$ cat config.mk
export PLATFORM = sky130hd
export DESIGN_NAME = integer_to_ascii_radix_top
export DESIGN_NICKNAME = d
export VERILOG_FILES = /design/src/rtl/core/itoar_pkg.sv /design/src/rtl/core/integer_to_ascii_radix_top.sv /design/src/rtl/core/itoar_dabble.sv
export SDC_FILE = /design/constraint.sdc
export NUM_CORES = 1
export LEC_CHECK = 0
export ABC_CLOCK_PERIOD_IN_PS = 3800
export BUFFER_PORTS_ARGS = -buffer_cell sky130_fd_sc_hd__buf_2
export CAP_MARGIN = 20
export CORE_ASPECT_RATIO = 1.5
export CORE_MARGIN = 5
export CORE_UTILIZATION = 55
export DETAILED_ROUTE_END_ITERATION = 7
export PLACE_DENSITY = 0.77
export SYNTH_ARGS = -nofsm -noshare
export SYNTH_HDL_FRONTEND = slang
export SYNTH_SLANG_ARGS = --single-unit
$ cat constraint.sdc
create_clock -name i_clk -period 3.8 [get_ports i_clk]
set_input_delay 0.38 -clock i_clk [delete_from_list [all_inputs] [get_ports i_clk]]
set_output_delay 0.38 -clock i_clk [all_outputs]
set_load 0.05 [all_outputs]
$ cat src/rtl/core/itoar_pkg.sv
// ============================================================================
// itoar_pkg - shared types and constants for the integer to ASCII converter
// Field widths, digit counts, the sequencer control word and the digit to
// character lookup.
// ============================================================================
package itoar_pkg;

    localparam int VALUE_W     = 64;
    localparam int NUM_DIGITS  = 20;              // decimal digits of 2^64 - 1
    localparam int HEX_DIGITS  = VALUE_W / 4;
    localparam int DIGIT_IDX_W = $clog2(NUM_DIGITS);
    localparam int CNT_W       = $clog2(NUM_DIGITS + 1);
    localparam int BIT_CNT_W   = $clog2(VALUE_W);
    localparam int CHAR_W      = 7;
    localparam int TDATA_IN_W  = 64;
    localparam int TUSER_IN_W  = 2;
    localparam int TDATA_OUT_W = 8;

    // tuser bit positions on the input side
    localparam int TUSER_HEX = 0;
    localparam int TUSER_SGN = 1;

    localparam logic [CHAR_W-1:0] MINUS_CHAR = 7'h2D;

    // control word from the sequencer to the shift/correct register
    typedef struct packed {
        logic load;     // clear digits, restart the digit count
        logic shift;    // take one value bit
        logic dec;      // apply the add-3 correction (decimal)
        logic bit_in;   // value bit, most significant first
    } t_dab_ctrl;

    // map a digit to '0'-'9' or 'a'-'f'
    function automatic logic [CHAR_W-1:0] digit_char(input logic [3:0] d);
        logic [CHAR_W-1:0] c;
        if (d < 4'd10) begin
            c = 7'h30 + {3'b000, d};
        end else begin
            c = 7'h57 + {3'b000, d};
        end
        return c;
    endfunction

endpackage

$ cat src/rtl/core/integer_to_ascii_radix_top.sv
// ============================================================================
// integer_to_ascii_radix_top - 64-bit integer to ASCII text, decimal or hex
// Converts one number per input word into a run of characters, optional
// minus sign first, most significant digit first, last character marked.
// ============================================================================
// Flow: an accepted number runs through the shift-and-add-3 bit loop, one bit
//   per cycle; a negative number then emits a minus sign, and then its digits
//   follow one per free output slot, d = 1..20 digits (1..16 in hex). A new
//   number is accepted only after the last digit is loaded for output.
// Reset: synchronous active-low i_rst_n returns the sequencer to idle and
//   empties the output register; digit storage is cleared at each accept.
module integer_to_ascii_radix_top (
    input  logic                              i_clk,
    input  logic                              i_rst_n,
    // input word
    input  logic                              i_s_tvalid,
    output logic                              o_s_tready,
    input  logic [itoar_pkg::TDATA_IN_W-1:0]  i_s_tdata,  // [63:0] value
    input  logic [itoar_pkg::TUSER_IN_W-1:0]  i_s_tuser,  // [0] hex_mode, [1] signed_mode
    // output word
    output logic                              o_m_tvalid,
    input  logic                              i_m_tready,
    output logic [itoar_pkg::TDATA_OUT_W-1:0] o_m_tdata,  // [6:0] ascii_char, [7] zero
    output logic                              o_m_tlast   // last
);
    import itoar_pkg::*;

    typedef enum logic [3:0] {
        S_IDLE = 4'b0001,
        S_CONV = 4'b0010,
        S_SIGN = 4'b0100,
        S_DIG  = 4'b1000
    } t_state;

    t_state                r_state, n_state;
    logic [VALUE_W-1:0]    r_mag, n_mag;
    logic                  r_neg, n_neg;
    logic                  r_hex, n_hex;
    logic [BIT_CNT_W-1:0]  r_bit_cnt, n_bit_cnt;
    logic [DIGIT_IDX_W-1:0] r_idx, n_idx;
    logic                  r_ovalid, n_ovalid;
    logic [CHAR_W-1:0]     r_ochar, n_ochar;
    logic                  r_olast, n_olast;

    t_dab_ctrl             w_ctrl;
    logic [3:0]            w_digit;
    logic [CNT_W-1:0]      w_cnt;
    logic                  w_s_accept;
    logic                  w_out_free;
    logic                  w_out_load;
    logic                  w_in_neg;

    // the digit register: one value bit per cycle
    itoar_dabble u_dabble (
        .i_clk    (i_clk),
        .i_rst_n  (i_rst_n),
        .i_ctrl   (w_ctrl),
        .i_rd_idx (r_idx),
        .o_digit  (w_digit),
        .o_cnt    (w_cnt)
    );

    assign o_s_tready = (r_state == S_IDLE);
    assign w_s_accept = i_s_tvalid && o_s_tready;
    // the output register may take a new word when empty or being drained
    assign w_out_free = !r_ovalid || i_m_tready;
    assign w_in_neg   = i_s_tuser[TUSER_SGN] && i_s_tdata[VALUE_W-1];

    always_comb begin
        n_state    = r_state;
        n_mag      = r_mag;
        n_neg      = r_neg;
        n_hex      = r_hex;
        n_bit_cnt  = r_bit_cnt;
        n_idx      = r_idx;
        n_ochar    = r_ochar;
        n_olast    = r_olast;
        w_out_load = 1'b0;
        w_ctrl     = '0;
        w_ctrl.dec = !r_hex;

        unique case (r_state)
            S_IDLE: begin
                if (w_s_accept) begin
                    // take the magnitude; the most negative value negates to itself,
                    // which read unsigned is exactly 2^63
                    n_mag       = w_in_neg ? (VALUE_W'(0) - i_s_tdata) : i_s_tdata;
                    n_neg       = w_in_neg;
                    n_hex       = i_s_tuser[TUSER_HEX];
                    n_bit_cnt   = '0;
                    w_ctrl.load = 1'b1;
                    n_state     = S_CONV;
                end
            end
            S_CONV: begin
                // feed the magnitude in, most significant bit first
                w_ctrl.shift  = 1'b1;
                w_ctrl.bit_in = r_mag[VALUE_W-1];
                n_mag         = {r_mag[VALUE_W-2:0], 1'b0};
                n_bit_cnt     = r_bit_cnt + BIT_CNT_W'(1);
                if (r_bit_cnt == BIT_CNT_W'(VALUE_W - 1)) begin
                    n_state = S_SIGN;
                end
            end
            S_SIGN: begin
                // point at the most significant digit; emit the sign if needed
                if (!r_neg) begin
                    n_idx   = DIGIT_IDX_W'(w_cnt - CNT_W'(1));
                    n_state = S_DIG;
                end else if (w_out_free) begin
                    w_out_load = 1'b1;
                    n_ochar    = MINUS_CHAR;
                    n_olast    = 1'b0;
                    n_idx      = DIGIT_IDX_W'(w_cnt - CNT_W'(1));
                    n_state    = S_DIG;
                end
            end
            S_DIG: begin
                // one digit per free output slot, down to digit zero
                if (w_out_free) begin
                    w_out_load = 1'b1;
                    n_ochar    = digit_char(w_digit);
                    n_olast    = (r_idx == '0);
                    if (r_idx == '0) begin
                        n_state = S_IDLE;
                    end else begin
                        n_idx = r_idx - DIGIT_IDX_W'(1);
                    end
                end
            end
            default: begin
                n_state = S_IDLE;
            end
        endcase

        if (w_out_load) begin
            n_ovalid = 1'b1;
        end else if (i_m_tready) begin
            n_ovalid = 1'b0;
        end else begin
            n_ovalid = r_ovalid;
        end
    end

    always_ff @(posedge i_clk) begin
        if (!i_rst_n) begin
            r_state   <= S_IDLE;
            r_bit_cnt <= '0;
            r_ovalid  <= 1'b0;
        end else begin
            r_state   <= n_state;
            r_bit_cnt <= n_bit_cnt;
            r_ovalid  <= n_ovalid;
        end
    end

    // payload: no reset needed
    always_ff @(posedge i_clk) begin
        r_mag   <= n_mag;
        r_neg   <= n_neg;
        r_hex   <= n_hex;
        r_idx   <= n_idx;
        r_ochar <= n_ochar;
        r_olast <= n_olast;
    end

    assign o_m_tvalid = r_ovalid;
    assign o_m_tdata  = {1'b0, r_ochar};
    assign o_m_tlast  = r_olast;

`ifndef SYNTH
    // an accepted word always starts the bit loop
    a_accept_conv: assert property (@(posedge i_clk) disable iff (!i_rst_n)
        w_s_accept |=> (r_state == S_CONV))
        else $error("accepted word did not start conversion");

    // the digit count fits the radix once the loop is done
    a_cnt_range: assert property (@(posedge i_clk) disable iff (!i_rst_n)
        (r_state == S_SIGN) |-> ((w_cnt >= CNT_W'(1)) &&
            (w_cnt <= (r_hex ? CNT_W'(HEX_DIGITS) : CNT_W'(NUM_DIGITS)))))
        else $error("digit count out of range");

    // the read pointer stays within the significant digits
    a_idx_range: assert property (@(posedge i_clk) disable iff (!i_rst_n)
        (r_state == S_DIG) |-> (CNT_W'(r_idx) < w_cnt))
        else $error("digit pointer beyond significant digits");

    // decimal correction keeps every digit in 0..9
    a_dec_digit: assert property (@(posedge i_clk) disable iff (!i_rst_n)
        ((r_state == S_DIG) && !r_hex) |-> (w_digit <= 4'd9))
        else $error("decimal digit above nine");

    // the final digit is marked last and the sequencer returns to idle
    a_last_idle: assert property (@(posedge i_clk) disable iff (!i_rst_n)
        ((r_state == S_DIG) && w_out_free && (r_idx == '0)) |=>
            ((r_state == S_IDLE) && r_ovalid && r_olast))
        else $error("final digit not marked last");
`endif

endmodule

$ cat src/rtl/core/itoar_dabble.sv
// ============================================================================
// itoar_dabble - bit-serial shift-and-add-3 digit register
// Takes one value bit per shift cycle, most significant first. In decimal mode
// each nibble is corrected before the shift; in hex mode the nibbles are the
// raw value. Tracks the number of significant digits as they appear.
// ============================================================================
module itoar_dabble (
    input  logic                             i_clk,
    input  logic                             i_rst_n,
    input  itoar_pkg::t_dab_ctrl             i_ctrl,
    input  logic [itoar_pkg::DIGIT_IDX_W-1:0] i_rd_idx,
    output logic [3:0]                       o_digit,
    output logic [itoar_pkg::CNT_W-1:0]      o_cnt
);
    import itoar_pkg::*;

    logic [3:0]       r_bcd [NUM_DIGITS];
    logic [3:0]       n_bcd [NUM_DIGITS];
    logic [3:0]       w_cor [NUM_DIGITS];
    logic [NUM_DIGITS-1:0] r_act;
    logic [NUM_DIGITS-1:0] n_act;
    logic [CNT_W-1:0] r_cnt;
    logic             w_grow;

    always_comb begin
        for (int i = 0; i < NUM_DIGITS; i++) begin
            if (i_ctrl.dec && (r_bcd[i] >= 4'd5)) begin
                w_cor[i] = r_bcd[i] + 4'd3;
            end else begin
                w_cor[i] = r_bcd[i];
            end
        end
    end

    // shift one bit through the corrected nibbles; mark a nibble active
    // once a carry reaches it
    always_comb begin
        w_grow   = 1'b0;
        n_bcd[0] = {w_cor[0][2:0], i_ctrl.bit_in};
        n_act[0] = 1'b1;
        for (int i = 1; i < NUM_DIGITS; i++) begin
            n_bcd[i] = {w_cor[i][2:0], w_cor[i-1][3]};
            n_act[i] = r_act[i] | (r_act[i-1] & w_cor[i-1][3]);
            w_grow   = w_grow | (r_act[i-1] & ~r_act[i] & w_cor[i-1][3]);
        end
    end

    always_ff @(posedge i_clk) begin
        if (i_ctrl.load) begin
            for (int i = 0; i < NUM_DIGITS; i++) begin
                r_bcd[i] <= 4'd0;
            end
        end else if (i_ctrl.shift) begin
            r_bcd <= n_bcd;
        end
    end

    always_ff @(posedge i_clk) begin
        if (!i_rst_n) begin
            r_act <= {{(NUM_DIGITS-1){1'b0}}, 1'b1};
            r_cnt <= CNT_W'(1);
        end else if (i_ctrl.load) begin
            r_act <= {{(NUM_DIGITS-1){1'b0}}, 1'b1};
            r_cnt <= CNT_W'(1);
        end else if (i_ctrl.shift) begin
            r_act <= n_act;
            if (w_grow) begin
                r_cnt <= r_cnt + CNT_W'(1);
            end
        end
    end

    assign o_digit = r_bcd[i_rd_idx];
    assign o_cnt   = r_cnt;

endmodule

# Word level (Yosys, flattened, before mapping)
# Cells that the tools add are included.
[totals]
reg_bits = 194
input_bits = 70
out_inout_bits = 11
elab_cells = 300
[classes]
add_sub_neg = 27
order_cmp = 22
n_eq_ne = 13
muxes = 58
bitwise = 113
reduce_logical = 36
[ops]
columns = ["cell", "n"]
rows = [
  ["64-bit two-way mux", 2],
  ["64-bit one-hot mux with 2 select lines", 1],
  ["4-bit two-way mux", 27],
  ["4-bit by 3-bit >= comparator with 1-bit output (second input constant)", 20],
  ["4-bit by 2-bit adder with 4-bit output (second input constant)", 19],
  ["1-bit by 64-bit subtractor with 64-bit output (first input constant)", 1],
  ["1-bit AND", 55],
  ["1-bit bitwise OR", 37],
  ["7-bit two-way mux", 4],
  ["1-bit logical AND", 22],
  ["4-bit binary-select mux with 5-bit select", 1],
  ["5-bit two-way mux", 4],
  ["1-bit inverter", 20],
  ["4-bit one-hot mux with 4 select lines", 1],
  ["7-bit one-hot mux with 2 select lines", 1],
  ["2-bit != test (second input constant)", 6],
  ["6-bit one-hot mux with 2 select lines", 1],
  ["1-bit two-way mux", 11],
  ["5-bit one-hot mux with 2 select lines", 1],
  ["5-bit by 1-bit subtractor with 5-bit output (second input constant)", 2],
  ["4-bit AND reduction", 2],
  ["6-bit by 4-bit adder with 7-bit output (first input constant)", 1],
  ["7-bit by 4-bit adder with 7-bit output (first input constant)", 1],
  ["6-bit by 1-bit adder with 6-bit output (second input constant)", 1],
  ["22 further kinds", 28],
]

# Depth between registers and ports, before layout
# Gate-level depths: netlist of run 1.
[logic_depth]
depth_word = 23
mapped_depth = 10
mapped_depth_nobuf = 9

# Hierarchy
# A second synthesis of run 1 with hierarchy kept.
[unflattened]
hier_cells = 1335
hier_area_um2 = 11964.0
[by_module_without_submodules]
columns = ["mod", "instances", "cells_each", "area_per_inst_um2"]
rows = [
  ["itoar_dabble", 1, 776, 6533.8],
  ["integer_to_ascii_radix_top", 1, 559, 5430.2],
]

# Least setup slack after synthesis of run 1
# OpenSTA, ideal clock, no wires.
[synth_path]
path_kind = "register -> register"
startpoint = "register r_state[3]"
endpoint = "register r_mag[0], enable pin"
t_arrival_ps = 4814
t_required_ps = 3346
slack_ps = -1467
stages_incl_launch_ff = 7
cell_sequence = "dfxtp_1 nor4b_1 nand2_1 inv_1 nor2_1 inv_1 clkbuf_1"
[synth_via]
elab_chain_cells = 4
word_cells_on_any_way = 6
classes_between = "3 x eq/ne; 3 x reduce/logical"
[synth_lines]
columns = ["element", "line", "source"]
rows = [
  ["from (decl)", "integer_to_ascii_radix_top.sv:35", "t_state r_state, n_state;"],
  ["from (signal assigned)", "integer_to_ascii_radix_top.sv:151", "r_state <= n_state;"],
  ["4-bit by 1-bit equality test with 1-bit output (*)", "integer_to_ascii_radix_top.sv:63", "assign o_s_tready = (r_state == S_IDLE);"],
  ["named net o_s_tready", "integer_to_ascii_radix_top.sv:17", "output logic o_s_tready,"],
  ["1-bit logical AND", "integer_to_ascii_radix_top.sv:64", "assign w_s_accept = i_s_tvalid && o_s_tready;"],
  ["2-bit by 1-bit != test with 1-bit output (no source line)", "-", ""],
  ["2-bit AND reduction (no source line) (*)", "-", ""],
  ["to (signal assigned)", "integer_to_ascii_radix_top.sv:159", "r_mag <= n_mag;"],
  ["to (decl)", "integer_to_ascii_radix_top.sv:36", "logic [VALUE_W-1:0] r_mag, n_mag;"],
]
# The timed path passes the listed nets; every way through them passes the cells marked *.
# A chain may end at the register's enable or synchronous reset.

# Final worst setup path of run 1
[layout_path]
startpoint = "register r_idx[1]"
endpoint = "register r_ochar[2] (data pin)"
[layout_via]
elab_chain_cells = 8
word_cells_on_any_way = 10
classes_between = "2 x add/sub; 1 x order compare; 6 x mux; 1 x bitwise"
[layout_lines]
columns = ["element", "line", "source"]
rows = [
  ["from (decl)", "integer_to_ascii_radix_top.sv:40", "logic [DIGIT_IDX_W-1:0] r_idx, n_idx;"],
  ["from (signal assigned)", "integer_to_ascii_radix_top.sv:162", "r_idx <= n_idx;"],
  ["5-bit inverter with 6-bit output (implied by the code) (*)", "itoar_dabble.sv:73", "assign o_digit = r_bcd[i_rd_idx];"],
  ["4-bit binary-select mux with 5-bit select (*)", "itoar_dabble.sv:73", ""],
  ["4-bit two-way mux (implied by the code) (*) (2 in a row)", "itoar_dabble.sv:73", ""],
  ["7-bit by 4-bit adder with 7-bit output (tied with other cells)", "itoar_pkg.sv:39", "c = 7'h57 + {3'b000, d};"],
  ["7-bit two-way mux (*)", "itoar_pkg.sv:36", "if (d < 4'd10) begin"],
  ["7-bit two-way mux (*)", "integer_to_ascii_radix_top.sv:120", "if (w_out_free) begin"],
  ["7-bit one-hot mux with 2 select lines (*)", "integer_to_ascii_radix_top.sv:82", "unique case (r_state)"],
  ["to (signal assigned)", "integer_to_ascii_radix_top.sv:163", "r_ochar <= n_ochar;"],
  ["to (decl)", "integer_to_ascii_radix_top.sv:42", "logic [CHAR_W-1:0] r_ochar, n_ochar;"],
]
# Mark *: on every way between the ends. The rest lies on a longest branch, timed or not. The select of a mux whose other input is x is not followed.

==> summary.log, run 1 <==
qor: finish.layout_cells_sized_above_1 11.8%
qor: detailed_routing.drt_iter0_markers 621
qor: synth.yosysTopAreaCell edfxtp_1
qor: run.timing.max_cap.violations 0
qor: setup_path.critical_path_sink_type flop
qor: setup_path.startpoint_type flop
qor: floorplan.design.core.area 20900 sq um
qor: timing.drv_slew 0
qor: synth.synth-main-ff-cell dfxtp_1
qor: worst_hold_path.min_from i_s_tuser[0]
qor: outcome.status finished clean
qor: synth.ys_async_sr_fraction 0%
qor: detailed_routing.total_via_count_after_detailed_routing 9802
qor: timing.rsz0062_at_grt false
qor: setup_path.critPathMaxFanout 14
qor: placed_design.final_wtd_congestion 0.863
qor: clock_tree.depth_of_the_cts_h_tree 4
qor: grt.via_count_of_the_first_global_routing_pass 9382
qor: synth.synth_top_area_share 20.4%
qor: worst_hold_path.hold_class in2reg
qor: clock_tree.clock_transition_time_at_the_flip_flop_clock_pins_of_the_worst_setup_and_hold_paths 70 ps
qor: clock_tree.insertion_delay 440 ps
qor: pwr.vdd_ir_drop_max 0.000315 V
qor: synth.seq_area_frac_synth 40.3%
qor: clock_tree.tritoncts_num_sinks 194
qor: detailed_routing.wl_per_cell 16.5 um
qor: grt.groute.usage.overall 22.9%
qor: synth.synth.net_count 1446
qor: floorplan.num_rows 65
qor: setup_path.crit_path_largest_cell_delay 820 ps
qor: setup_path.cells_along_the_critical_path buf_4 -> mux4_2 -> mux2i_1 -> o21ai_0 -> nand2_1 -> ha_1 -> a21oi_1 -> a311o_1
qor: synth.yosys.cell_types.count 58
qor: detailed_routing.wl 27.3 mm
qor: setup_path.crit_arrival 3120 ps
qor: finish.layout.filler_cells 1801
qor: floorplan.fp.dieArea 24200 sq um
qor: clock_tree.cts_hold_repair.buffers 0
qor: finish.areaGrowthSynthToFinish 9.95%
qor: setup_path.cp.required 3990 ps
qor: timing.setup_tns_final 0 ps
qor: placed_design.placed_cells 1622
qor: placed_design.detailed_place_hpwl 18.9 mm
qor: grt.grt_antenna_before_repair 0
qor: detailed_routing.vias_per_cell 5.93
qor: floorplan.initial_utilization 55.5%
qor: clock_tree.cts.repair_timing.setup_buffer_count 0
qor: timing.setup_viol 0
qor: finish.final_nets 1488
qor: synth.synth-warning-count 0
qor: pwr.static-leakage-power 4.32 nW
qor: floorplan.chipWidth 129 um
qor: timing.slew_headroom 39.2%
qor: synth.synth.cell_area 11600 sq um
qor: clock_tree.ctsRootBufferMaster clkbuf_16
qor: setup_path.regToRegSetupSlack 870 ps
qor: grt.grt_max_degree 151
qor: synth.synth_seq_cells 194
qor: clock_tree.cts.repair.resized 0
qor: clock_tree.tritoncts yes
qor: pwr.power_density 351 nW/um^2
qor: timing.hold_slack 159 ps
qor: placed_design.place.port_buffers 79
qor: timing.clock-skew-final 10.9 ps
qor: timing.max_freq 341 MHz
qor: worst_hold_path.whs_endpoint r_hex$_DFFE_PP_
qor: synth.synth.area.top_cells edfxtp_1, dfxtp_1, a21oi_1, nor2_1, o21ai_0
qor: setup_path.r2r-start r_idx[1]$_DFFE_PP_
qor: synth.synthCells 1331
qor: finish.finish.utilization 61.1%
qor: setup_path.worst_r2r_path_depth 8
qor: clock_tree.num_cts_buffers 17
qor: setup_path.type_of_the_worst_setup_path reg2reg
qor: finish.sequential_cell_area 4670 sq um
qor: clock_tree.clk_path_buf_depth 2
qor: setup_path.critical_path.top_delay_family flip-flops
qor: worst_hold_path.worst_hold_path.num_cells 1
qor: grt.grt_first_pass_wirelength 45.2 mm
qor: floorplan.die_height 188 um
qor: finish.insertedDiodeCount 0
qor: grt.gr-total-overflow 0
qor: timing.final-hold-violation-count 0
qor: setup_path.timing.rr.end r_ochar[2]$_SDFFCE_PN1P_
qor: timing.final.min_clock_period 2930 ps
qor: floorplan.io_pins 81
qor: synth.avgSynthCellArea 8.72 sq um
qor: setup_path.critical-path-slowest-cell edfxtp_1
qor: synth.synth_enable_flop_cells 79
qor: finish.multi_input_area 6430 sq um
qor: detailed_routing.drt_first_pass_iters 5
qor: detailed_routing.drc 0
qor: finish.instances_no_fill 1654
qor: detailed_routing.ant_nets 0
qor: timing.finalCritPeriodShare 77.1%
qor: timing.worst-slew-pin-transition 904 ps
qor: setup_path.cp_num_buf_inv 1
==> synthesized netlist by cell type, types with 21 or more instances <==
library cell / instances
nor2b_1: 34
ha_1: 45
o22ai_1: 21
xnor2_1: 65
mux2i_1: 27
a21oi_1: 133
nor2_1: 173
o21ai_0: 126
nand2b_1: 28
inv_1: 63
nand2_1: 101
clkbuf_1: 55
dfxtp_1: 115
nand3_1: 31
or4_1: 28
edfxtp_1: 79
==> cell usage in the layout, fill, tap and decap left out, types with 4 or more instances in the layout <==
cell type    n
nor2_1     173
a21oi_1    133
o21ai_0    126
dfxtp_1    115
nand2_1    101
buf_2       79
edfxtp_1    79
xnor2_1     65
inv_1       64
ha_1        45
nor2b_1     34
nand3_1     31
nand2b_1    28
or4_1       28
mux2i_1     27
o22ai_1     21
mux4_2      20
xor2_1      20
a211oi_1    20
clkbuf_16   17
nor4_1      14
o211ai_1    13
nor3_1      11
a31oi_1     11
buf_4       11
o21ai_1      9
o31ai_1      8
o21a_1       8
or3_1        7
nand3b_1     4
and3_1       4
clkbuf_8     4
==> worst max path at each step <==
stage,startpoint,to,slack (ps),cells after the start
final,r_idx[1]$_DFFE_PP_,r_ochar[2]$_SDFFCE_PN1P_,870,8
after global routing,r_hex$_DFFE_PP_,u_dabble.o_cnt[0]$_SDFFE_PP1P_,760,7
after CTS,r_hex$_DFFE_PP_,u_dabble.o_cnt[0]$_SDFFE_PP1P_,880,7
after detailed placement,i_s_tdata[40],r_mag[54]$_DFFE_PP_,810,8
after global placement,i_s_tdata[4],r_mag[45]$_DFFE_PP_,860,8
after floorplan,r_state[3]$_SDFFE_PN0P_,r_mag[0]$_SDFFCE_PP0P_,440,6
==> where the power goes <==
part / leakage [nW] / internal (mW) / switching, mW / total [mW]
logic: 2.36 / 0.168 / 0.296 / 0.464
clock network: 0.280 / 0.905 / 0.787 / 1.69
registers: 1.68 / 2.28 / 0.0479 / 2.33
==> state kept, by name, summed over array words and instances (netlist names) <==
name            count
r_mag              64
r_neg               1
r_ochar             7
r_state             4
u_dabble.o_cnt      5
r_hex               1
o_m_tvalid          1
u_dabble.r_act     19
o_m_tlast           1
r_idx               5
r_bit_cnt           6
u_dabble.r_bcd     80
==> stage by stage <==
stage | instance area [sq um] | power (mW) | worst slack (ps)
floorplan | 11600 | 2.67 | 439
global placement | 12200 | 2.82 | 856
detailed placement | 12200 | 2.84 | 806
CTS | 12800 | 4.52 | 879
global route | 12800 | 4.67 | 758
finish | 12800 | 4.49 | 870
==> cells by family (layout without fill, tap and decap cells) <==
kind of cell	count (synthesis)	in the layout	share of synthesized area, %
flops	194	194	40.3
buf+inv	134	189	4.48
simple gates	460	460	19.9
other cells	2	2	0.0647
compound gates	364	364	17.9
mux	47	47	6.21
xor+xnor	85	85	6.41
fa+ha+maj	45	45	4.85
==> worst register-to-register path: cells and delay by family (launching register included) <==
family | cells | cell delay, ps
AOI/OAI and AO/OA | 3 | 490
adders and majority gates | 1 | 210
buffers and inverters | 1 | 330
DFF | 1 | 820
muxes | 2 | 650
and+or+nand+nor | 1 | 170
==> cell type report <==
type,count,area share (%)
timing repair buffer,93,4.21
clock buffer,23,3.82
inverter,64,1.88
sequential,194,36.6
clock inverter,9,0.431
multi-input combinational,1003,50.4
tap,268,2.63
==> layer usage <==
| layer | up-vias | routed length [um] | global-route usage [%] |
|---|---|---|---|
| met4 | 0 | 778 | 9.22 |
| li1 | 4831 | - | - |
| met1 | 4656 | 11000 | 26.6 |
| met5 | - | 0 | 0 |
| met2 | 264 | 14300 | 41.8 |
| met3 | 51 | 1210 | 3.13 |
Note: power is estimated with default switching activity, not from simulation.
==> run 2: changes to the inputs <==
--- a/config.mk
+++ b/config.mk
@@ -5,12 +5,13 @@
 export SDC_FILE = /design/constraint.sdc
 export NUM_CORES = 1
 export LEC_CHECK = 0
-export ABC_CLOCK_PERIOD_IN_PS = 3800
+export ABC_AREA = 1
+export ABC_CLOCK_PERIOD_IN_PS = 2600
 export BUFFER_PORTS_ARGS = -buffer_cell sky130_fd_sc_hd__buf_2
 export CAP_MARGIN = 20
 export CORE_ASPECT_RATIO = 1.5
 export CORE_MARGIN = 5
-export CORE_UTILIZATION = 55
+export CORE_UTILIZATION = 56
 export DETAILED_ROUTE_END_ITERATION = 7
 export PLACE_DENSITY = 0.77
 export SYNTH_ARGS = -nofsm -noshare
==> constraint.sdc (replaced) <==
create_clock -name i_clk -period 2.6 [get_ports i_clk]
set_input_delay 0.26 -clock i_clk [delete_from_list [all_inputs] [get_ports i_clk]]
set_output_delay 0.26 -clock i_clk [all_outputs]
set_load 0.05 [all_outputs]
==> run 2 against run 1 <==
Effect of this change: power rose to 2.7 times the previous value; critical endpoint is now r_ochar[4]$_SDFFCE_PN0P_; setup slack worse by 650 ps; worst hold slack got worse by 78 ps; cell area increased by 11%; combinational power rose to 9.8 times the previous value; highest routed layer unchanged; utilization grew 2.1 points.
==> summary.log, run 2 <==
qor: placed_design.place.port_buffers 79 [unchanged]
qor: clock_tree.clk_path_buf_depth 2 [unchanged]
qor: finish.insertedDiodeCount 0 [unchanged]
qor: grt.via_count_of_the_first_global_routing_pass 12100 [+29%]
qor: clock_tree.depth_of_the_cts_h_tree 4 [unchanged]
qor: synth.synth.mux.area_fraction 0% [-6.2 points]
qor: setup_path.r2r-start r_idx[0]$_DFFE_PP_
qor: floorplan.die_height 195 um [+3.5%]
qor: synth.synth_top_area_share 18.7% [-1.8 points]
qor: synth.most_common_cell_in_the_netlist nand2_1
qor: detailed_routing.ant_nets 0 [unchanged]
qor: worst_hold_path.whs_endpoint r_state[0]$_SDFFE_PN1P_
qor: setup_path.timing.rr.end r_ochar[4]$_SDFFCE_PN0P_
qor: clock_tree.insertion_delay 440 ps [about the same]
qor: setup_path.startpoint_type flop
qor: timing.drv_slew 0 [unchanged]
qor: synth.synth_enable_flop_cells 79 [unchanged]
qor: clock_tree.clock_transition_time_at_the_flip_flop_clock_pins_of_the_worst_setup_and_hold_paths 70 ps [about the same]
qor: synth.synth.net_count 1937 [+34%]
qor: grt.gr-total-overflow 0 [unchanged]
qor: clock_tree.cts.repair.resized 0 [unchanged]
qor: grt.grt_max_degree 120 [-21%]
qor: synth.synth_compound_gate_area_share 16.3% [-1.6 points]
qor: synth.synth_seq_cells 194 [unchanged]
qor: detailed_routing.vias_per_cell 5.76 [-2.7%]
qor: grt.grt_first_pass_wirelength 56.8 mm [+26%]
qor: synth.synth.area.top_cells edfxtp_1, dfxtp_1, nand2_1, o21ai_0, inv_1
qor: finish.mostFrequentLayoutCells nand2_1, inv_1, nor2_1
qor: setup_path.crit_path_largest_cell_delay 520 ps [-300 ps]
qor: synth.seq_area_frac_synth 36.8% [-3.5 points]
qor: pwr.static-leakage-power 6.31 nW [+46%]
qor: detailed_routing.drt_first_pass_iters 6 [+1]
qor: synth.synth.cell_area 12700 sq um [+9.5%]
qor: finish.layout_cells_sized_above_1 9.83% [-2.0 points]
qor: pwr.vdd_ir_drop_max 0.000681 V [+120%]
qor: finish.areaGrowthSynthToFinish 11.3%
qor: worst_hold_path.hold_class in2reg
qor: timing.final.min_clock_period 2380 ps [-546 ps]
qor: setup_path.cells_along_the_critical_path buf_12 -> nand2_1 -> o21ai_0 -> a21oi_1 -> o21ai_0 -> a31oi_1 -> nor2_1 -> ha_1 -> inv_1 -> nor2_1 -> o21ai_0 -> inv_1
qor: setup_path.crit_arrival 2580 ps [-540 ps]
qor: setup_path.critical-path-slowest-cell edfxtp_1
qor: detailed_routing.wl 35.0 mm [+28%]
qor: pwr.power_density 857 nW/um^2 [+140%]
qor: detailed_routing.drt_iter0_markers 812 [+31%]
qor: synth.yosys.cell_types.count 53 [-8.6%]
qor: timing.timing.final.ws_setup 216 ps [-654 ps]
qor: setup_path.critPathMaxFanout 42 [+28]
qor: finish.biggestRegsByFlops u_dabble.r_bcd: 80 flops, r_mag: 64 flops, u_dabble.r_act: 19 flops
qor: placed_design.detailed_place_hpwl 26.1 mm [+38%]
qor: synth.synthSimpleGateAreaFrac 29.5% [+9.6 points]
qor: synth.ys_top_cells_by_count nand2_1, inv_1, nor2_1
qor: synth.yosysTopAreaCell edfxtp_1
qor: finish.final_common_cell nand2_1
qor: detailed_routing.total_via_count_after_detailed_routing 12600 [+28%]
qor: finish.largest_register_ff_count 80 [unchanged]
qor: timing.setup_viol 0 [unchanged]
qor: synth.avgSynthCellArea 6.98 sq um [-20%]
qor: synth.main_combinational_cell_family_by_area_after_synthesis simple AND/OR/NAND/NOR gates
qor: synth.post_synth_fa_ha_maj_area_fraction 4.43% [-0.42 points]
qor: finish.layout.filler_cells 2072 [+15%]
qor: worst_hold_path.min_from i_rst_n
qor: run.timing.max_cap.violations 0 [unchanged]
qor: placed_design.final_wtd_congestion 0.956 [+11%]
qor: synth.synthCells 1822 [+37%]
qor: grt.grt_antenna_before_repair 0 [unchanged]
qor: timing.rsz0062_at_grt false
qor: synth.synth-warning-count 0 [unchanged]
qor: setup_path.cp_num_buf_inv 3 [+2]
qor: clock_tree.tritoncts_num_sinks 194 [unchanged]
qor: timing.worst-slew-pin-transition 768 ps [-136 ps]
qor: timing.max_freq 419 MHz [+23%]
qor: clock_tree.num_cts_buffers 17 [unchanged]
qor: finish.final_nets 2004 [+35%]
qor: detailed_routing.drc 0 [unchanged]
qor: setup_path.critical_path_sink_type flop
qor: setup_path.critical_path.top_delay_family compound AO/OA/AOI/OAI gates
qor: setup_path.regToRegSetupSlack 220 ps [-650 ps]
qor: synth.ys_async_sr_fraction 0% [unchanged]
qor: timing.clock-skew-final 7.51 ps [-3.39 ps]
qor: floorplan.num_rows 67 [+3.1%]
qor: timing.hold_slack 81.1 ps [-78.3 ps]
qor: floorplan.chipWidth 133 um [+3.4%]
qor: synth.yosys.area_share.xor_xnor 4.13% [-2.3 points]
qor: detailed_routing.wl_per_cell 16.1 um [-2.5%]
qor: timing.slew_headroom 48.8% [+9.6 points]
qor: setup_path.type_of_the_worst_setup_path reg2reg
qor: setup_path.cp.required 2800 ps [-1190 ps]
qor: timing.setup_tns_final 0 ps [unchanged]
qor: timing.finalCritPeriodShare 91.7% [+15 points]
qor: setup_path.worst_r2r_path_depth 12 [+4]
qor: worst_hold_path.worst_hold_path.num_cells 2 [+1]
qor: clock_tree.ctsRootBufferMaster clkbuf_16
qor: placed_design.pre_cts_ws 198 ps [-608 ps]
qor: setup_path.cp_common_cell o21ai_0
qor: finish.biggest_register u_dabble.r_bcd
qor: floorplan.io_pins 81 [unchanged]
qor: outcome.status finished clean
qor: synth.synth-main-ff-cell dfxtp_1
qor: floorplan.fp.dieArea 25900 sq um [+7.0%]
qor: grt.groute.usage.overall 26.7% [+3.8 points]
qor: floorplan.initial_utilization 56.8% [+1.2 points]
qor: clock_tree.tritoncts yes
qor: timing.final-hold-violation-count 0 [unchanged]
qor: floorplan.design.core.area 22400 sq um [+7.1%]
[run 2: cell types whose count changed after synthesis, sizes merged, moves of 22 or more]
cell | before | now
clkbuf | 55 | 33
inv | 64 | 224
mux2i | 27 | 0
nand2 | 101 | 458
nand2b | 28 | 0
nand3 | 34 | 134
nand4 | 2 | 42
nor2 | 173 | 202
nor2b | 34 | 0
o21ai | 135 | 176
or4 | 28 | 0
xnor2 | 65 | 17
xor2 | 20 | 43
[run 2: cell families after synthesis]
logic type,after synthesis
buffers and inverters,289
AND/OR/NAND/NOR,872
flip-flops,194
AO/OA/AOI/OAI,360
XOR/XNOR,60
other,2
adder cells (fa/ha/maj),45
[run 2: per-layer routing]
| metal | GRT usage (%) | share of wire, % | vias to the layer above |
|---|---|---|---|
| met4 | 14.8 | 5.3 | 0 |
| met5 | 0 | 0 | - |
| met2 | 49.3 | 52 | 413 |
| li1 | - | - | 6190 |
| met1 | 28.9 | 38 | 5832 |
| met3 | 3.80 | 4.4 | 118 |
[run 2: timing repair]
| item | 4_1_cts | 5_1_grt |
|---|---|---|
| hold buffers | 0 | 1 |
| endpoints found under the setup margin | 0 | 1 |
| endpoints found under the hold margin | 0 | 1 |
| buffers inserted | 0 | 2 |
[run 2: worst max-delay path by stage]
stage,from,endpoint,slack (ps),cells after the start
finish,r_idx[0]$_DFFE_PP_,r_ochar[4]$_SDFFCE_PN0P_,220,12
global route,r_idx[0]$_DFFE_PP_,r_ochar[4]$_SDFFCE_PN0P_,6,12
CTS,r_idx[0]$_DFFE_PP_,r_ochar[4]$_SDFFCE_PN0P_,190,12
detailed placement,r_idx[0]$_DFFE_PP_,r_ochar[4]$_SDFFCE_PN0P_,200,12
global placement,r_idx[0]$_DFFE_PP_,r_ochar[4]$_SDFFCE_PN0P_,240,12
floorplan,r_state[0]$_SDFFE_PN1P_,r_mag[0]$_SDFFCE_PP0P_,230,5
[run 2: report_power, final]
group | total (mW) | internal (mW) | switching [mW] | leakage (nW)
registers | 4.74 | 4.21 | 0.534 | 1.67
clock network | 2.84 | 1.62 | 1.22 | 0.302
logic | 4.54 | 1.36 | 3.18 | 4.33
total | 12.1 | 7.19 | 4.93 | 6.31
[run 2: stage by stage]
stage / cells / power (mW) / utilization [%] / area [sq um]
after floorplan: 1822 / 7.90 / - / 12700
after global placement: 2143 / 9.10 / 60.2 / 13500
after detailed placement: 2143 / 9.27 / 60.2 / 13500
after CTS: 2175 / 12.1 / 63.1 / 14100
after global routing: 2178 / 13.0 / 63.2 / 14100
final: 2178 / 12.1 / 63.2 / 14100
[run 2: area by class of cell]
cell class / count / area, sq um / area share, %
timing repair buffer: 112 / 708 / 5.01
clock buffer: 17 / 425 / 3.01
multi-input combinational: 1339 / 6940 / 49.0
clock inverter: 15 / 208 / 1.47
sequential: 194 / 4670 / 33.1
tap: 276 / 345 / 2.44
inverter: 225 / 845 / 5.97
==> run 3: changes to the inputs <==
--- a/config.mk
+++ b/config.mk
@@ -5,13 +5,13 @@
 export SDC_FILE = /design/constraint.sdc
 export NUM_CORES = 1
 export LEC_CHECK = 0
-export ABC_AREA = 1
+export ABC_AREA = 0
 export ABC_CLOCK_PERIOD_IN_PS = 2600
 export BUFFER_PORTS_ARGS = -buffer_cell sky130_fd_sc_hd__buf_2
 export CAP_MARGIN = 20
 export CORE_ASPECT_RATIO = 1.5
 export CORE_MARGIN = 5
-export CORE_UTILIZATION = 56
+export CORE_UTILIZATION = 55
 export DETAILED_ROUTE_END_ITERATION = 7
 export PLACE_DENSITY = 0.77
 export SYNTH_ARGS = -nofsm -noshare
==> run 3 against run 2 <==
Effect of this change: wire length decreased by 22%; largest power group unchanged; critical path depth shrank 4; via count is 21% lower.
==> summary.log, run 3 (synthesis results as in run 1) <==
qor: timing.final-hold-violation-count 0 [unchanged]
qor: clock_tree.clock_transition_time_at_the_flip_flop_clock_pins_of_the_worst_setup_and_hold_paths 70 ps [about the same]
qor: timing.drv_slew 0 [unchanged]
qor: setup_path.regToRegSetupSlack 100 ps [-120 ps]
qor: floorplan.design.core.area 20900 sq um [-6.6%]
qor: setup_path.cp.required 2780 ps [-20 ps]
qor: pwr.pwr-share-comb 10.5% [-27 points]
qor: finish.final_common_cell nor2_1
qor: detailed_routing.ant_nets 0 [unchanged]
qor: timing.final.min_clock_period 2500 ps [+120 ps]
qor: setup_path.worst_r2r_path_depth 8 [-4]
qor: detailed_routing.drt_first_pass_iters 6 [unchanged]
qor: setup_path.timing.rr.end r_ochar[2]$_SDFFCE_PN1P_
qor: pwr.power.share.clock 38.6% [+15 points]
qor: floorplan.die_height 188 um [-3.4%]
qor: pwr.static-leakage-power 4.56 nW [-28%]
qor: pwr.vdd_ir_drop_max 0.000441 V [-35%]
qor: timing.setup_viol 0 [unchanged]
qor: placed_design.detailed_place_hpwl 19.2 mm [-26%]
qor: grt.grt_first_pass_wirelength 45.2 mm [-21%]
qor: finish.biggestRegsByFlops u_dabble.r_bcd: 80 flops, r_mag: 64 flops, u_dabble.r_act: 19 flops
qor: floorplan.num_rows 65 [-3.0%]
qor: detailed_routing.total_via_count_after_detailed_routing 9944 [-21%]
qor: timing.slew_headroom 59.2% [+10 points]
qor: finish.insertedDiodeCount 0 [unchanged]
qor: pwr.p_int 5.00 mW [-31%]
qor: floorplan.initial_utilization 55.5% [-1.2 points]
qor: floorplan.fp.dieArea 24200 sq um [-6.6%]
qor: setup_path.crit_arrival 2680 ps [+100 ps]
qor: worst_hold_path.worst_hold_path.num_cells 2 [unchanged]
qor: detailed_routing.wl_met3 1.05 mm [-32%]
qor: floorplan.io_pins 81 [unchanged]
qor: pwr.netSwitchingFraction 25.2% [-15 points]
qor: placed_design.final_wtd_congestion 0.888 [-7.1%]
qor: timing.max_freq 399 MHz [-4.8%]
qor: grt.grt_max_degree 151 [+26%]
qor: placed_design.place.port_buffers 79 [unchanged]
qor: setup_path.startpoint_type flop
qor: timing.rsz0062_at_grt true
qor: placed_design.placed_cells 1658 [-23%]
qor: detailed_routing.vias_per_cell 5.86 [+1.7%]
qor: timing.hold_slack 54.2 ps [-26.9 ps]
qor: pwr.power_density 507 nW/um^2 [-41%]
qor: finish.mostFrequentLayoutCells nor2_1, a21oi_1, o21ai_0
qor: grt.via_count_of_the_first_global_routing_pass 9607 [-20%]
qor: clock_tree.clk_path_buf_depth 2 [unchanged]
qor: grt.gr-total-overflow 0 [unchanged]
qor: run.timing.max_cap.violations 0 [unchanged]
qor: finish.layout_cells_sized_above_1 14.8% [+4.9 points]
qor: grt.grt_antenna_before_repair 0 [unchanged]
qor: clock_tree.ctsRootBufferMaster clkbuf_16
qor: detailed_routing.drc 0 [unchanged]
qor: finish.areaGrowthSynthToFinish 13.6%
qor: finish.biggest_register u_dabble.r_bcd
qor: timing.clock-skew-final 12.1 ps [+4.56 ps]
qor: timing.timing.final.ws_setup 96.5 ps [-120 ps]
qor: worst_hold_path.hold_class in2reg
qor: pwr.p_seq_share 50.9% [+12 points]
qor: floorplan.chipWidth 129 um [-3.3%]
qor: detailed_routing.detail_route.wirelength.met1 11.2 mm [-17%]
qor: detailed_routing.drt_iter0_markers 598 [-26%]
qor: setup_path.cells_along_the_critical_path buf_12 -> mux4_2 -> mux2i_1 -> o21ai_0 -> nand2_1 -> ha_2 -> a21oi_1 -> a311o_1
qor: clock_tree.insertion_delay 440 ps [about the same]
qor: setup_path.critical_path_sink_type flop
qor: pwr.net-switching-power 1.69 mW [-66%]
qor: clock_tree.num_cts_buffers 17 [unchanged]
qor: worst_hold_path.whs_endpoint r_state[0]$_SDFFE_PN1P_
qor: timing.worst-slew-pin-transition 611 ps [-156 ps]
qor: finish.final_nets 1531 [-24%]
qor: clock_tree.tritoncts_num_sinks 194 [unchanged]
qor: setup_path.type_of_the_worst_setup_path reg2reg
qor: detailed_routing.highest_layer met4
qor: outcome.status finished clean
qor: clock_tree.tritoncts yes
qor: setup_path.crit_path_largest_cell_delay 540 ps [+20 ps]
qor: finish.finish.utilization 63.1% [-0.077 points]
qor: finish.sequential_cell_area 4670 sq um [unchanged]
qor: finish.largest_register_ff_count 80 [unchanged]
qor: clock_tree.depth_of_the_cts_h_tree 4 [unchanged]
qor: detailed_routing.wl 27.4 mm [-22%]
qor: finish.layout.filler_cells 1779 [-14%]
qor: setup_path.r2r-start r_idx[0]$_DFFE_PP_
qor: grt.groute.usage.overall 22.8% [-3.9 points]
qor: pwr.power.total 6.68 mW [-45%]
qor: setup_path.critical-path-slowest-cell mux4_2
qor: worst_hold_path.min_from i_rst_n
qor: detailed_routing.met2WireLength 14.2 mm [-22%]
qor: finish.multi_input_area 6450 sq um [-7.0%]
qor: detailed_routing.wl_per_cell 16.1 um [+0.35%]
qor: timing.finalCritPeriodShare 96.3% [+4.6 points]
qor: setup_path.critPathMaxFanout 18 [-57%]
qor: finish.instances_no_fill 1697 [-22%]
qor: placed_design.pre_cts_ws -72.5 ps [-271 ps]
run 3: worst max-delay path by stage:
stage / start / to / slack, ps / cells after the start
floorplan: r_idx[1]$_DFFE_PP_ / r_ochar[2]$_SDFFCE_PN1P_ / 150 / 9
global placement: i_s_tdata[4] / r_mag[41]$_DFFE_PP_ / -0.7 / 8
detailed placement: i_s_tdata[40] / r_mag[62]$_DFFE_PP_ / -70 / 9
CTS: r_idx[0]$_DFFE_PP_ / r_ochar[0]$_SDFFCE_PN1P_ / 60 / 8
global route: r_idx[0]$_DFFE_PP_ / r_ochar[2]$_SDFFCE_PN1P_ / -30 / 9
finish: r_idx[0]$_DFFE_PP_ / r_ochar[2]$_SDFFCE_PN1P_ / 100 / 8
run 3: area by class of cell:
type | instances | share of cell area (%)
Timing Repair Buffer | 136 | 6.92
Clock inverter | 10 | 0.531
Inverter | 64 | 1.83
Tap cell | 268 | 2.54
Sequential cell | 194 | 35.4
Clock buffer | 22 | 3.84
Multi-Input combinational cell | 1003 | 48.9
run 3: timing repair:
action | in CTS | in global routing
endpoints found under the setup margin | 0 | 2
hold endpoints to repair | 1 | 0
resized for setup | 0 | 3
hold buffers | 1 | 0
setup buffers | 0 | 6
run 3: layer usage:
layer	vias up	track usage [%]
li1	4911	-
met1	4726	26.4
met2	245	40.9
met3	62	3.73
met4	0	9.78
met5	-	0
run 3: worst max-delay path: cells and delay by family, from the launching register on:
family          cells  cell delay, ps
fa+ha+maj           1             200
mux                 2             790
buf+inv             1             190
flops               1             370
simple gates        1             130
compound gates      3             550
run 3: power groups by stage:
stage	sequential [mW]	clock, mW	combinational [mW]
after CTS	3.40	2.63	0.702
final	3.40	2.58	0.700
after global routing	3.42	2.75	0.781
after global placement	3.47	0	0.677
after floorplan	3.45	0	0.459
after detailed placement	3.47	0	0.697
run 3: through the flow:
stage,area [sq um],TNS (ps)
after floorplan,11600,0
after CTS,13100,0
after global placement,12600,-0.683
final,13200,0
after detailed placement,12600,-117
after global routing,13200,-27.8
